## src/rtl/core/sts_pkg.sv

```systemverilog
// shared types, constants and the sub-triangle corner table of the sphere subdivider
`timescale 1ns / 1ps

package sts_pkg;

  // field widths
  localparam int COORD_W = 16;
  localparam int IDX_W   = 16;
  // cross product components and normalizer input
  localparam int WIDE_W  = 34;
  // residual width of the square root recurrence
  localparam int REM_W   = 66;
  // magnitudes are shrunk below 2^MAG_LIMIT_W before squaring
  localparam int MAG_LIMIT_W = 16;
  // fixed point scale of the root test (2^30)
  localparam int SCALE_SHIFT = 30;
  // root digits, one per cycle
  localparam int ROOT_STEPS = 16;

  // top level defaults
  localparam int INDEX_BITS_DEF  = 16;
  localparam int QUEUE_DEPTH_DEF = 2;
  localparam int OUT_DEPTH_DEF   = 4;

  // record kinds
  localparam logic KIND_VERT = 1'b0;
  localparam logic KIND_TRI  = 1'b1;

  // register decode on paddr[2]
  localparam logic REG_BASE_COUNT = 1'b0;

  typedef logic signed [COORD_W-1:0] coord_t;
  typedef logic signed [WIDE_W-1:0]  wide_t;
  typedef logic [2:0][COORD_W-1:0]   vec3_t;

  // one accepted triangle with its assigned vertex indices
  typedef struct packed {
    vec3_t [2:0]             pos;
    logic [2:0][IDX_W-1:0]   idx;
    logic [2:0][IDX_W-1:0]   nidx;
    logic                    ovf;
  } tri_t;

  // one result record
  typedef struct packed {
    logic                    kind;
    vec3_t                   pos;
    logic [2:0][IDX_W-1:0]   idx;
    vec3_t                   nrm;
    logic                    ovf;
    logic                    last;
  } rec_t;

  // point number (a, b, c, ab, bc, ca) of corner crn of sub-triangle sub
  function automatic logic [2:0] tri_corner(input logic [1:0] sub, input logic [1:0] crn);
    logic [8:0] row;
    logic [2:0] pt;
    case (sub)
      2'd0:    row = {3'd5, 3'd3, 3'd0};
      2'd1:    row = {3'd4, 3'd1, 3'd3};
      2'd2:    row = {3'd2, 3'd4, 3'd5};
      default: row = {3'd5, 3'd4, 3'd3};
    endcase
    case (crn)
      2'd0:    pt = row[2:0];
      2'd1:    pt = row[5:3];
      default: pt = row[8:6];
    endcase
    return pt;
  endfunction

endpackage

```

## src/rtl/core/sts_front.sv

```systemverilog
// front part: accepts triangles, assigns new vertex indices and tracks counter wrap
`timescale 1ns / 1ps

module sts_front #(
  parameter int IndexBits = sts_pkg::INDEX_BITS_DEF
) (
  input  logic                            clk_i,
  input  logic                            rst_ni,
  input  logic                            cfg_load_i,
  input  logic [15:0]                     cfg_value_i,
  input  logic                            push_i,
  input  logic                            full_i,
  input  sts_pkg::vec3_t [2:0]            pos_i,
  input  logic [2:0][sts_pkg::IDX_W-1:0]  idx_i,
  output logic                            wr_o,
  output sts_pkg::tri_t                   entry_o
);

  logic [IndexBits-1:0] cnt_q, cnt_d;
  logic                 ovf_q, ovf_d;
  logic [IndexBits-1:0] n1, n2, n3;
  logic                 wrap;
  logic                 accept;

  // three counter steps per triangle
  assign n1     = cnt_q + IndexBits'(1);
  assign n2     = cnt_q + IndexBits'(2);
  assign n3     = cnt_q + IndexBits'(3);
  assign wrap   = (n1 == '0) | (n2 == '0) | (n3 == '0);
  assign accept = push_i & ~full_i;
  assign wr_o   = accept;

  // counter update on register write or transaction
  always_comb begin
    cnt_d = cnt_q;
    ovf_d = ovf_q;
    if (cfg_load_i) begin
      cnt_d = IndexBits'({16'd0, cfg_value_i});
      ovf_d = 1'b0;
    end else if (accept) begin
      cnt_d = n3;
      ovf_d = ovf_q | wrap;
    end
  end

  always_ff @(posedge clk_i or negedge rst_ni) begin
    if (!rst_ni) begin
      cnt_q <= '0;
      ovf_q <= 1'b0;
    end else begin
      cnt_q <= cnt_d;
      ovf_q <= ovf_d;
    end
  end

  // queue entry
  always_comb begin
    entry_o.pos     = pos_i;
    entry_o.idx     = idx_i;
    entry_o.nidx[0] = sts_pkg::IDX_W'(cnt_q);
    entry_o.nidx[1] = sts_pkg::IDX_W'(n1);
    entry_o.nidx[2] = sts_pkg::IDX_W'(n2);
    entry_o.ovf     = ovf_q | wrap;
  end

endmodule

```

## config.mk

```make
export PLATFORM = sky130hd
export DESIGN_NAME = sts_front
export DESIGN_NICKNAME = d
export VERILOG_FILES = /design/src/rtl/core/sts_pkg.sv /design/src/rtl/core/sts_front.sv
export SDC_FILE = /design/constraint.sdc
export NUM_CORES = 1
export LEC_CHECK = 0
export BUFFER_PORTS_ARGS = -buffer_cell sky130_fd_sc_hd__buf_4
export CELL_PAD_IN_SITES_DETAIL_PLACEMENT = 2
export CELL_PAD_IN_SITES_GLOBAL_PLACEMENT = 2
export CORE_AREA = 2 2 177 179
export CTS_CLUSTER_SIZE = 25
export DETAILED_ROUTE_END_ITERATION = 6
export DIE_AREA = 0 0 179 181
export PLACE_DENSITY_LB_ADDON = 0.05
export RECOVER_POWER = 25
export SLEW_MARGIN = 20
export SYNTH_ARGS = -nofsm -noshare
export SYNTH_HDL_FRONTEND = slang
export SYNTH_SLANG_ARGS = --single-unit
```

## constraint.sdc

```tcl
create_clock -name clk_i -period 4.7 [get_ports clk_i]
set_clock_uncertainty 0.05 [all_clocks]
set_input_delay 1.175 -clock clk_i [delete_from_list [all_inputs] [get_ports clk_i]]
set_output_delay 1.175 -clock clk_i [all_outputs]
set_load 0.1 [all_outputs]
```

# After elaboration in Yosys (flattened, before gate mapping)
# Index checks and enable logic that the tools add are counted.
# classes
n_reduce_logical	4
bitwise_logic	5
mux	4
addsub	3
# op_table
operator	n
$logic_not 16->1	3
$add 16x2->16 const B	2
$mux 16	2
$add 16x1->16 const B	1
$or 1x1->1	3
$mux 1	2
$reduce_bool 2->1	1
$and 1x1->1	1
$not 1->1	1
# totals
ff_bits	17
in_bits	213

# Depth between registers and ports, before layout
# logic_depth
word_depth	7
depth_mapped	9
ltp_nobuf	8

# Least setup slack after synthesis
# Ideal clock, no wire load.
# synth_path
path_kind	register -> output
startpoint	register cnt_q[1]
endpoint	output port entry_o[0] (netlist bit)
t_arrival_ns	4.799
stages_incl_launch_ff	7
path_slack_ns	-1.324
cell_sequence	dfrtp_1 inv_1 nor4_2 xor2_1 or4_1 nor4_2 or3_1
# synth_rtl
item	line	text
from (decl)	sts_front.sv:19	logic [IndexBits-1:0] cnt_q, cnt_d;
from (signal assigned)	sts_front.sv:51	cnt_q <= cnt_d;
to (decl)	sts_front.sv:16	output sts_pkg::tri_t entry_o

==> flow_metrics.env <==
export IMPL_min_period_over_period=0.946
export IMPL_grt_overflow=0
export IMPL_drc=0
export IMPL_pin_count=455
export IMPL_drive_gt1_frac=0.363
export IMPL_dr_total_vias=2423
export IMPL_ys_ff_latch=17
export IMPL_clockBufferDepth=2
export IMPL_highest_layer="met4"
export IMPL_fill_cells=3537
export IMPL_diodes=0
export IMPL_fin_util=0.110
export IMPL_design_area_um2=3350
export IMPL_rsz0062_at_grt="false"
export IMPL_seq_area_frac_synth=0.118
export IMPL_root_buffer="clkbuf_16"
export IMPL_cp_start_kind="register"
export IMPL_yosys_most_used_dff="dfrtp_1"
export IMPL_max_freq_mhz=225
export IMPL_place_congestion=0.625
export IMPL_synth_area_um2=3600
export IMPL_setup_viol=0
export IMPL_grt_pass1_wl_mm=19.8
export IMPL_avgSynthCellArea_um2=7.79
export IMPL_final_hold_violation_count=0
export IMPL_die_h_um=181
export IMPL_first_pass_iters=3
export IMPL_core_um2=30300
export IMPL_rrSetupSlack_ns=1.93
export IMPL_worstPathMaxFanout=9
export IMPL_hold_depth=3
export IMPL_worstPathCellList="ha_1 > buf_4 > nand4_4 > nor2_2 > or3_1 > a2111o_2 > o41ai_2 > or3_2 > buf_4"
export IMPL_ant_nets=0
export IMPL_synthDistinctLibCells=54
export IMPL_maxCapViolations=0
export IMPL_io_buffers=70
export IMPL_cpLargestDelayFamily="compound AO/OA/AOI/OAI gates"
export IMPL_place_area_um2=3270
export IMPL_slowest_stage="dfrtp_4"
export IMPL_hp_start="ovf_q"
export IMPL_leakagePower_nw=1.19
export IMPL_track_usage=0.0844
export IMPL_hold_path_class="reg -> reg"
export IMPL_synth_enable_flop_cells=0
export IMPL_cp_common_cell="buf_4"
export IMPL_die_area_um2=32400
export IMPL_die_w_um=179
export IMPL_drt_initial_drc_count=31
export IMPL_area_growth_pct=-6.89
export IMPL_crit_buf_inv=2
export IMPL_path_class="reg -> out"
export IMPL_ir_drop_mv=0.0836
export IMPL_cp_required_ns=3.47
export IMPL_start_util=0.119
export IMPL_clkLatencyLatePin_ns=0.26
export IMPL_cts_setup_buffers=0
export IMPL_numCtsBuffers=3
export IMPL_dp_hpwl_mm=11.2
export IMPL_rows=64
export IMPL_finalNonFillerCells=735
export IMPL_syn_instance_count=462
export IMPL_clock_sinks=17
export IMPL_worst_setup_path_end_kind="output port"
export IMPL_holdPathEnd="ovf_q"
export IMPL_tightest_slew_ns=1.22
export IMPL_met2_length_mm=6.40
export IMPL_timing_setup_tns_ns=0
export IMPL_h_tree_depth=1
export IMPL_cts_tree="yes"
export IMPL_ys_warn_count=0
export IMPL_clk_pin_slew_ns=0.06
export IMPL_regToRegStartpoint="cnt_q[5]"
export IMPL_drt_total_wl_mm=13.7
export IMPL_place_inst=731
export IMPL_p_per_area_nw_per_um2=321
export IMPL_max_stage_delay_ns=0.54
export IMPL_period_needed_ns=4.45
export IMPL_wl_per_cell_um=18.7
export IMPL_synth_net_count=682
export IMPL_m1WireLength_mm=6.34
export IMPL_antenna_found_initial=0
export IMPL_viasPerCell=3.30
export IMPL_grt_max_degree=33
export IMPL_status="completed"
export IMPL_r2r_cells=6
export IMPL_met3_length_um=615
export IMPL_final_max_slew_viol_count=0
export IMPL_max_slew_margin=0.191
export IMPL_cp_arrival_ns=3.22
export IMPL_final_nets=560
export IMPL_grt_pass1_vias=2861
export IMPL_async_reset_ff_frac=1.00
export IMPL_r2r_end="ovf_q"
[final cells by class]
class                   instances  area, um2  share of cell area
clock buffers                   4       78.8              0.0235
well taps                     396        495               0.148
inverters                      10       41.3              0.0123
repair buffers                 90        664               0.198
multi-input cells             218       1630               0.487
flip-flops and latches         17        437               0.130
[per-stage QoR]
stage                     power, mW  setup slack, ns  hold slack (ns)
after floorplan                1.49          0.00423            0.491
after global placement        0.911            0.408            0.608
after detailed placement      0.908            0.382            0.594
after CTS                      1.11           0.0880            0.609
after global routing           1.14          0.00246            0.642
final                          1.08            0.254            0.601
[worst max-delay path by stage]
stage / start / to / slack (ns) / depth (start not counted)
CTS: cnt_q[0] / entry_o[0] / 0.09 / 9
floorplan: cnt_q[4] / entry_o[0] / 0.004 / 7
detailed placement: cnt_q[0] / entry_o[0] / 0.38 / 9
global route: cnt_q[5] / entry_o[0] / 0.002 / 7
finish: cnt_q[1] / entry_o[0] / 0.25 / 9
global placement: cnt_q[0] / entry_o[0] / 0.41 / 9
[cells by family (layout without fill, tap and decap cells)]
| group | Yosys count | after routing | synth area share |
|---|---|---|---|
| compound gates | 45 | 45 | 0.0856 |
| xor+xnor | 51 | 51 | 0.124 |
| fa+ha+maj | 7 | 7 | 0.0243 |
| buf+inv | 227 | 104 | 0.450 |
| flops | 17 | 17 | 0.118 |
| mux | 3 | 3 | 0.00870 |
| simple gates | 112 | 112 | 0.189 |
[worst register-to-register path: stages (launching register included)]
cell and delay, ns:
dfrtp_1 0.75, nand4_2 0.33, nor4_2 0.56, xor2_4 0.12, or4_1 0.50, nor4_2 0.22, o31a_1 0.19
[metal layers]
layer | track usage | vias to the layer above
li1 | - | 1076
met1 | 0.112 | 1194
met2 | 0.134 | 95
met3 | 0.0141 | 58
met4 | 0.0354 | 0
met5 | 0 | -
[cells in the mapped netlist, types with 5 or more instances]
master	instances	area [um2]
xor2_1	18	158
o21ai_0	16	80.1
inv_1	10	37.5
xnor2_1	33	289
ha_1	7	87.6
dfrtp_1	17	425
buf_4	197	1480
nor3_1	12	60.1
nand3_1	11	55.1
buf_2	11	55.1
nor4_1	5	31.3
clkbuf_1	6	22.5
nand2_1	33	124
nor2_1	12	45.0
[state kept, by name, summed over array words and instances, names as in the netlist]
name	count
cnt_q	16
ovf_q	1
[where the power goes]
part           total, mW  switching (mW)  internal, mW
sequential         0.213          0.0519         0.161
clock              0.189          0.0731         0.116
combinational      0.674           0.520         0.154
[cell usage in the layout, fill, tap and decap left out, types with 5 or more instances in the layout]
master	n
nor2_1	12
xor2_1	14
ha_1	7
nand3_1	11
dfrtp_1	12
o21ai_0	16
inv_1	9
xnor2_1	33
buf_4	86
nor4_1	5
nand2_1	33
nor3_1	12
[what timing repair did]
item / CTS / global route
hold buffers: 0 / 0
setup endpoints to repair: 0 / 1
resized for setup: 0 / 2
No activity file was read; power rests on OpenSTA's default activity.
