`src/rtl/core/sts_pkg.sv`:
```
// shared types, constants and the sub-triangle corner table of the sphere subdivider
`timescale 1ns / 1ps

package sts_pkg;

  // field widths
  localparam int COORD_W = 16;
  localparam int IDX_W   = 16;
  // cross product components and normalizer input
  localparam int WIDE_W  = 34;
  // residual width of the square root recurrence
  localparam int REM_W   = 66;
  // magnitudes are shrunk below 2^MAG_LIMIT_W before squaring
  localparam int MAG_LIMIT_W = 16;
  // fixed point scale of the root test (2^30)
  localparam int SCALE_SHIFT = 30;
  // root digits, one per cycle
  localparam int ROOT_STEPS = 16;

  // top level defaults
  localparam int INDEX_BITS_DEF  = 16;
  localparam int QUEUE_DEPTH_DEF = 2;
  localparam int OUT_DEPTH_DEF   = 4;

  // record kinds
  localparam logic KIND_VERT = 1'b0;
  localparam logic KIND_TRI  = 1'b1;

  // register decode on paddr[2]
  localparam logic REG_BASE_COUNT = 1'b0;

  typedef logic signed [COORD_W-1:0] coord_t;
  typedef logic signed [WIDE_W-1:0]  wide_t;
  typedef logic [2:0][COORD_W-1:0]   vec3_t;

  // one accepted triangle with its assigned vertex indices
  typedef struct packed {
    vec3_t [2:0]             pos;
    logic [2:0][IDX_W-1:0]   idx;
    logic [2:0][IDX_W-1:0]   nidx;
    logic                    ovf;
  } tri_t;

  // one result record
  typedef struct packed {
    logic                    kind;
    vec3_t                   pos;
    logic [2:0][IDX_W-1:0]   idx;
    vec3_t                   nrm;
    logic                    ovf;
    logic                    last;
  } rec_t;

  // point number (a, b, c, ab, bc, ca) of corner crn of sub-triangle sub
  function automatic logic [2:0] tri_corner(input logic [1:0] sub, input logic [1:0] crn);
    logic [8:0] row;
    logic [2:0] pt;
    case (sub)
      2'd0:    row = {3'd5, 3'd3, 3'd0};
      2'd1:    row = {3'd4, 3'd1, 3'd3};
      2'd2:    row = {3'd2, 3'd4, 3'd5};
      default: row = {3'd5, 3'd4, 3'd3};
    endcase
    case (crn)
      2'd0:    pt = row[2:0];
      2'd1:    pt = row[5:3];
      default: pt = row[8:6];
    endcase
    return pt;
  endfunction

endpackage

```
`src/rtl/core/sts_fifo.sv`:
```
// small register queue used between front and back and for result records
`timescale 1ns / 1ps

module sts_fifo #(
  parameter int Width = $bits(sts_pkg::rec_t),
  parameter int Depth = sts_pkg::OUT_DEPTH_DEF
) (
  input  logic             clk_i,
  input  logic             rst_ni,
  input  logic             push_i,
  input  logic [Width-1:0] data_i,
  output logic             full_o,
  input  logic             pop_i,
  output logic [Width-1:0] data_o,
  output logic             empty_o
);

  localparam int AW = (Depth > 1) ? $clog2(Depth) : 1;

  logic [Width-1:0] mem_q [Depth];
  logic [AW-1:0]    wptr_q, rptr_q;
  logic [AW:0]      count_q;
  logic             wr, rd;

  assign full_o  = (count_q == (AW+1)'(Depth));
  assign empty_o = (count_q == '0);
  assign wr      = push_i & ~full_o;
  assign rd      = pop_i & ~empty_o;
  assign data_o  = mem_q[rptr_q];

  // pointers and fill count
  always_ff @(posedge clk_i or negedge rst_ni) begin
    if (!rst_ni) begin
      wptr_q  <= '0;
      rptr_q  <= '0;
      count_q <= '0;
    end else begin
      if (wr) begin
        wptr_q <= (wptr_q == AW'(Depth - 1)) ? '0 : wptr_q + AW'(1);
      end
      if (rd) begin
        rptr_q <= (rptr_q == AW'(Depth - 1)) ? '0 : rptr_q + AW'(1);
      end
      if (wr && !rd) begin
        count_q <= count_q + (AW+1)'(1);
      end else if (rd && !wr) begin
        count_q <= count_q - (AW+1)'(1);
      end
    end
  end

  // storage
  always_ff @(posedge clk_i) begin
    if (wr) begin
      mem_q[wptr_q] <= data_i;
    end
  end

endmodule

```
`config.mk`:
```
export PLATFORM = sky130hd
export DESIGN_NAME = sts_fifo
export DESIGN_NICKNAME = d
export VERILOG_FILES = /design/src/rtl/core/sts_pkg.sv /design/src/rtl/core/sts_fifo.sv
export SDC_FILE = /design/constraint.sdc
export NUM_CORES = 1
export LEC_CHECK = 0
export BUFFER_PORTS_ARGS = -buffer_cell sky130_fd_sc_hd__buf_2
export CAP_MARGIN = 20
export CORE_MARGIN = 5
export CORE_UTILIZATION = 50
export DETAILED_ROUTE_END_ITERATION = 12
export PLACE_DENSITY = 0.77
export SLEW_MARGIN = 20
export SYNTH_ARGS = -nofsm -noshare
export SYNTH_HDL_FRONTEND = slang
export SYNTH_SLANG_ARGS = --single-unit
```
`constraint.sdc`:
```
create_clock -name clk_i -period 15.46 [get_ports clk_i]
set_clock_uncertainty 0.05 [all_clocks]
set_input_delay 0 -clock clk_i [delete_from_list [all_inputs] [get_ports clk_i]]
set_output_delay 0 -clock clk_i [all_outputs]
set_load 0.05 [all_outputs]
```
Word level (Yosys, flattened, before mapping):

Memory sizes are Yosys's and may differ from the RTL's.
Cells that the tools add are included.

* bits in registers: 7
* memory bits (writable): 588
* input bits: 151
* output and inout port bits: 149
* memories kept: 1

* $add $sub $neg: 4
* equality and inequality tests: 3
* muxes and demuxes: 6
* bitwise operators: 4
* reduce and logical (&&, ||, !) cells: 6

Memory list
* mem_q: depth 4, width 147, rd ports 1, clocked after Yosys merged registers in 0, wr ports 1, line sts_fifo.sv:20 `logic [Width-1:0] mem_q [Depth];`

Operators by type and width (count)
* $mux 3: 2
* $add 2x1->2 const B: 2
* $eq 2x2->1 const B: 2
* $mux 2: 2
* $add 3x1->3 const B: 1
* $eq 3x3->1 const B: 1
* $logic_not 3->1: 1
* $sub 3x1->3 const B: 1
* $and 1x1->1: 2
* $logic_and 1x1->1: 2
* $logic_not 1->1: 2
* $mux 1: 2
* $not 1->1: 2
* $reduce_bool 2->1: 1

Depth between registers and ports, before layout:

* depth in word-level cells: 7
* depth in mapped cells: 8

Worst setup path before layout:

Ideal clock, no wire load.

* path kind: flip-flop to flip-flop
* start point: register count_q[2]
* end point: memory mem_q[3][0] in the netlist's numbering (enable)
* arrival time: 6832 ps
* data required time: 14751 ps
* slack: 7919 ps
* stages on the path, launching flop included: 3
* buffers on the path: 0
* clock period less this slack: 7541 ps
* path through: dfrtp_1 nor3b_2 nor2_1

* word-level cells in the longest chain between the ends: 5

Ends and longest elaborated chain
* start, declared: line sts_fifo.sv:22 `logic [AW:0] count_q;`
* start signal, assigned: line sts_fifo.sv:45 `count_q <= count_q + (AW+1)'(1);`
* start signal, assigned: line sts_fifo.sv:47 `count_q <= count_q - (AW+1)'(1);`
* $eq 3x3->1: line sts_fifo.sv:25 `assign full_o = (count_q == (AW+1)'(Depth));`
* named net full_o: line sts_fifo.sv:12 `output logic full_o,`
* $not 1->1: line sts_fifo.sv:27 `assign wr = push_i & ~full_o;`
* $and 1x1->1: line sts_fifo.sv:27
* $mux 1: line sts_fifo.sv:54 `if (wr) begin`
* $mux 1 (not written as such): line sts_fifo.sv:55 `mem_q[wptr_q] <= data_i;`
* end, declared: line sts_fifo.sv:20

The timed path passes the listed nets, and every way through them passes these cells.

Worst setup path after layout:

* start point: register rptr_q[0]
* end point: output port data_o[50]

* word-level cells in the longest chain between the ends: 1

Ends and longest elaborated chain
* start, declared: line sts_fifo.sv:21 `logic [AW-1:0] wptr_q, rptr_q;`
* start signal, assigned: line sts_fifo.sv:42 `rptr_q <= (rptr_q == AW'(Depth - 1)) ? '0 : rptr_q + AW'(1);`
* $mem_v2 4x147
* end, declared: line sts_fifo.sv:14 `output logic [Width-1:0] data_o,`

Every way passes these cells.

==> reports/metrics.cfg <==
[setup_path]
critPathBufInv = 4
worstPathArrival_ns = 3.63
path_class = flip-flop to primary output
cp_slowest_cell = dfrtp_4
critical_path.startpoint_type = flip-flop
crit_path_end_kind = primary output
worstPathCellList = buf_4 > buf_12 > buf_4 > mux4_2 > buf_2
critPathMaxStageDelay_ns = 0.75
cp_common_cell = buf_4
cp.required_ns = 15.41
crit_path_max_fanout = 30
worstReg2RegStart = count_q[2]
setup.worst_path.start = rptr_q[0]
cp_top_family = buffers and inverters

[timing]
fmax_mhz = 272
fin_ws_ns = 11.78
setup_violations = 0
rsz0062_at_grt = no
finalCriticalPeriod_ns = 3.68
hold_viol = 0
finalMaxSlewViolations = 0
timing.final.crit_share_pct = 23.8
slew_headroom_pct = 32.3
tns_ns = 0
worst_pin_slew_ns = 1.02

[grt]
grt_max_degree = 68
grt_use_total_pct = 18.3
grt_pass1_wl_um = 66100
grt_pass1_vias = 11200
antenna_found_initial = 6
overflow = 0

[floorplan]
initial_core_util_pct = 50.4
core_area_um2 = 43000
die_h_um = 218
core.rowCount = 76
die_area_um2 = 47600
die_x_um = 218
ioPinCount = 300

[cts]
cts_resized = 0
cts_max_level = 2
cts_tree = built
clock_tree.root_cell = clkbuf_16
clkLatencyLatePin_ns = 0.59
clkSlewWorstSetupHoldPaths_ns = 0.06
clockBufferDepth = 3
cts_setup_buffers = 0
clock-sinks = 595
cts_made_buffers = 58

[layout]
fillerInstances = 2847
regArea_um2 = 17800
synthToLayoutAreaGrowth_pct = 25.6
multiInputGateArea_um2 = 3570
final_nets = 1454
layout.cells.non_filler = 1926
utilization_pct = 63.3
drive_above_1_share_pct = 41.2

[detailed_routing]
drtAntennaViolNets = 0
drc = 0
avgRoutedWirePerCell_um = 22.5
routed_via_density = 5.33
dr.pass1.iters = 5
routed_wl_um = 43400
drtIter0Drc = 833
num_vias = 10300

[place]
dpl.hpwl_um = 24900
place_ws_ns = 12.12
numPlacedInstances = 1669
gp_congestion = 0.755
portBuffers = 299

[job]
drv_cap = 0

[status]
status = completed

[synth]
netlist_instances = 805
synth_seq_cells = 595
async_flop_share_pct = 1.18
synth_fp_nets = 963
synth_commonest_cells = edfxtp_1 (588), mux4_2 (147), buf_2 (14), buf_6 (14), dfrtp_1 (7)
avgSynthCellArea_um2 = 26.9
ys_top_cells_by_area = edfxtp_1 (82%), mux4_2 (15%), dfrtp_1 (0.81%)
yosys.area.top_type_share_pct = 81.5
netlist_area_um2 = 21700
ys_types = 22
synth_top_area_cell = edfxtp_1
synth_flop_cell = edfxtp_1
ys_seq_area_share_pct = 82.3
post-synth-top-count-cell = edfxtp_1
yosys_warnings = 0
synth_edf_count = 588

[pwr]
powerDensity_nw_per_um2 = 215
power_uw = 5840
irDropWorstVdd_mv = 0.170
p_leak_uw = 0.00932

[min_path]
hp-class = input pin to flip-flop
hold_start = data_i[110]

## placed cells by master (no fill, tap or decap)
master           n
a21o_1           1
and2_4           3
buf_12           1
buf_2          299
buf_4           13
bufinv_16        8
clkbuf_1        14
clkbuf_16       61
clkinv_1         8
clkinv_2         7
clkinv_4         1
clkinvlp_4       1
dfrtp_1          5
dfrtp_4          2
diode_2          5
dlygate4sd3_1  151
edfxtp_1       588
fa_1             1
ha_1             6
inv_1            3
mux2_2           4
mux4_2         147
nand2_1          1
nor2_1           2
nor2_4           1
nor2b_1          1
nor3_1           2
nor3b_2          1
o31ai_2          1
xnor2_1          1
xor2_1           2
## power breakdown
group | internal (µW) | switching [µW]
clock | 846 | 556
sequential | 2130 | 109
combinational | 643 | 1550
total | 3620 | 2220
## per-layer routing
layer	GRT usage (%)	part of all wire, %	vias up
met5	0	0.030	-
li1	-	-	4489
met3	5.83	8.4	65
met4	4.79	2.2	2
met1	24.3	40	5321
met2	29.8	50	396
## cells by family after synthesis
group           synth area share [%]
compound gates                0.0924
fa+ha+maj                      0.439
xor+xnor                       0.121
buf+inv                         1.22
mux                             15.5
flops                           82.3
simple gates                   0.289
## worst reg2reg max path: cells and delay by family, from the launching register on
family                 cells  cell delay, ns
DFF                        1            0.42
buffers and inverters      1            0.80
and+or+nand+nor            3            1.18
## state kept, by name (all words and copies together) (netlist names)
register and cells:
count_q 3, mem_q 588, wptr_q 2, rptr_q 2
## worst paths after layout
check / to / slack [ns] / depth (start not counted)
hold / removal: mem_q[2][110] / 0.11 / 2
max in group asynchronous: rptr_q[0] / 14.71 / 3
min in group asynchronous: rptr_q[1] / 0.35 / 3
hold reg to reg: count_q[2] / 0.49 / 1
setup / recovery: data_o[50] / 11.78 / 5
setup reg to reg: mem_q[1][62] / 12.51 / 4
## final cells by class
| type | count | area share [%] |
|---|---|---|
| sequential | 595 | 65.6 |
| multi-input combinational | 174 | 13.1 |
| timing repair buffer | 464 | 11.5 |
| clock buffer | 75 | 5.81 |
| tap | 585 | 2.69 |
| clock inverter | 25 | 1.18 |
| antenna | 5 | 0.0460 |
| inverter | 3 | 0.0414 |
## what timing repair did
action                                 in CTS  in global routing
setup endpoints to repair                   0                  0
hold buffers                              151                  0
endpoints found under the hold margin     625                  0
## per-stage QoR
stage / area, µm² / hold slack (ns)
floorplan: 21700 / -0.346
global placement: 23800 / -0.207
detailed placement: 23800 / -0.204
CTS: 27200 / 0.0528
global route: 27200 / 0.0823
finish: 27200 / 0.106
(Power assumes the default switching activity.)
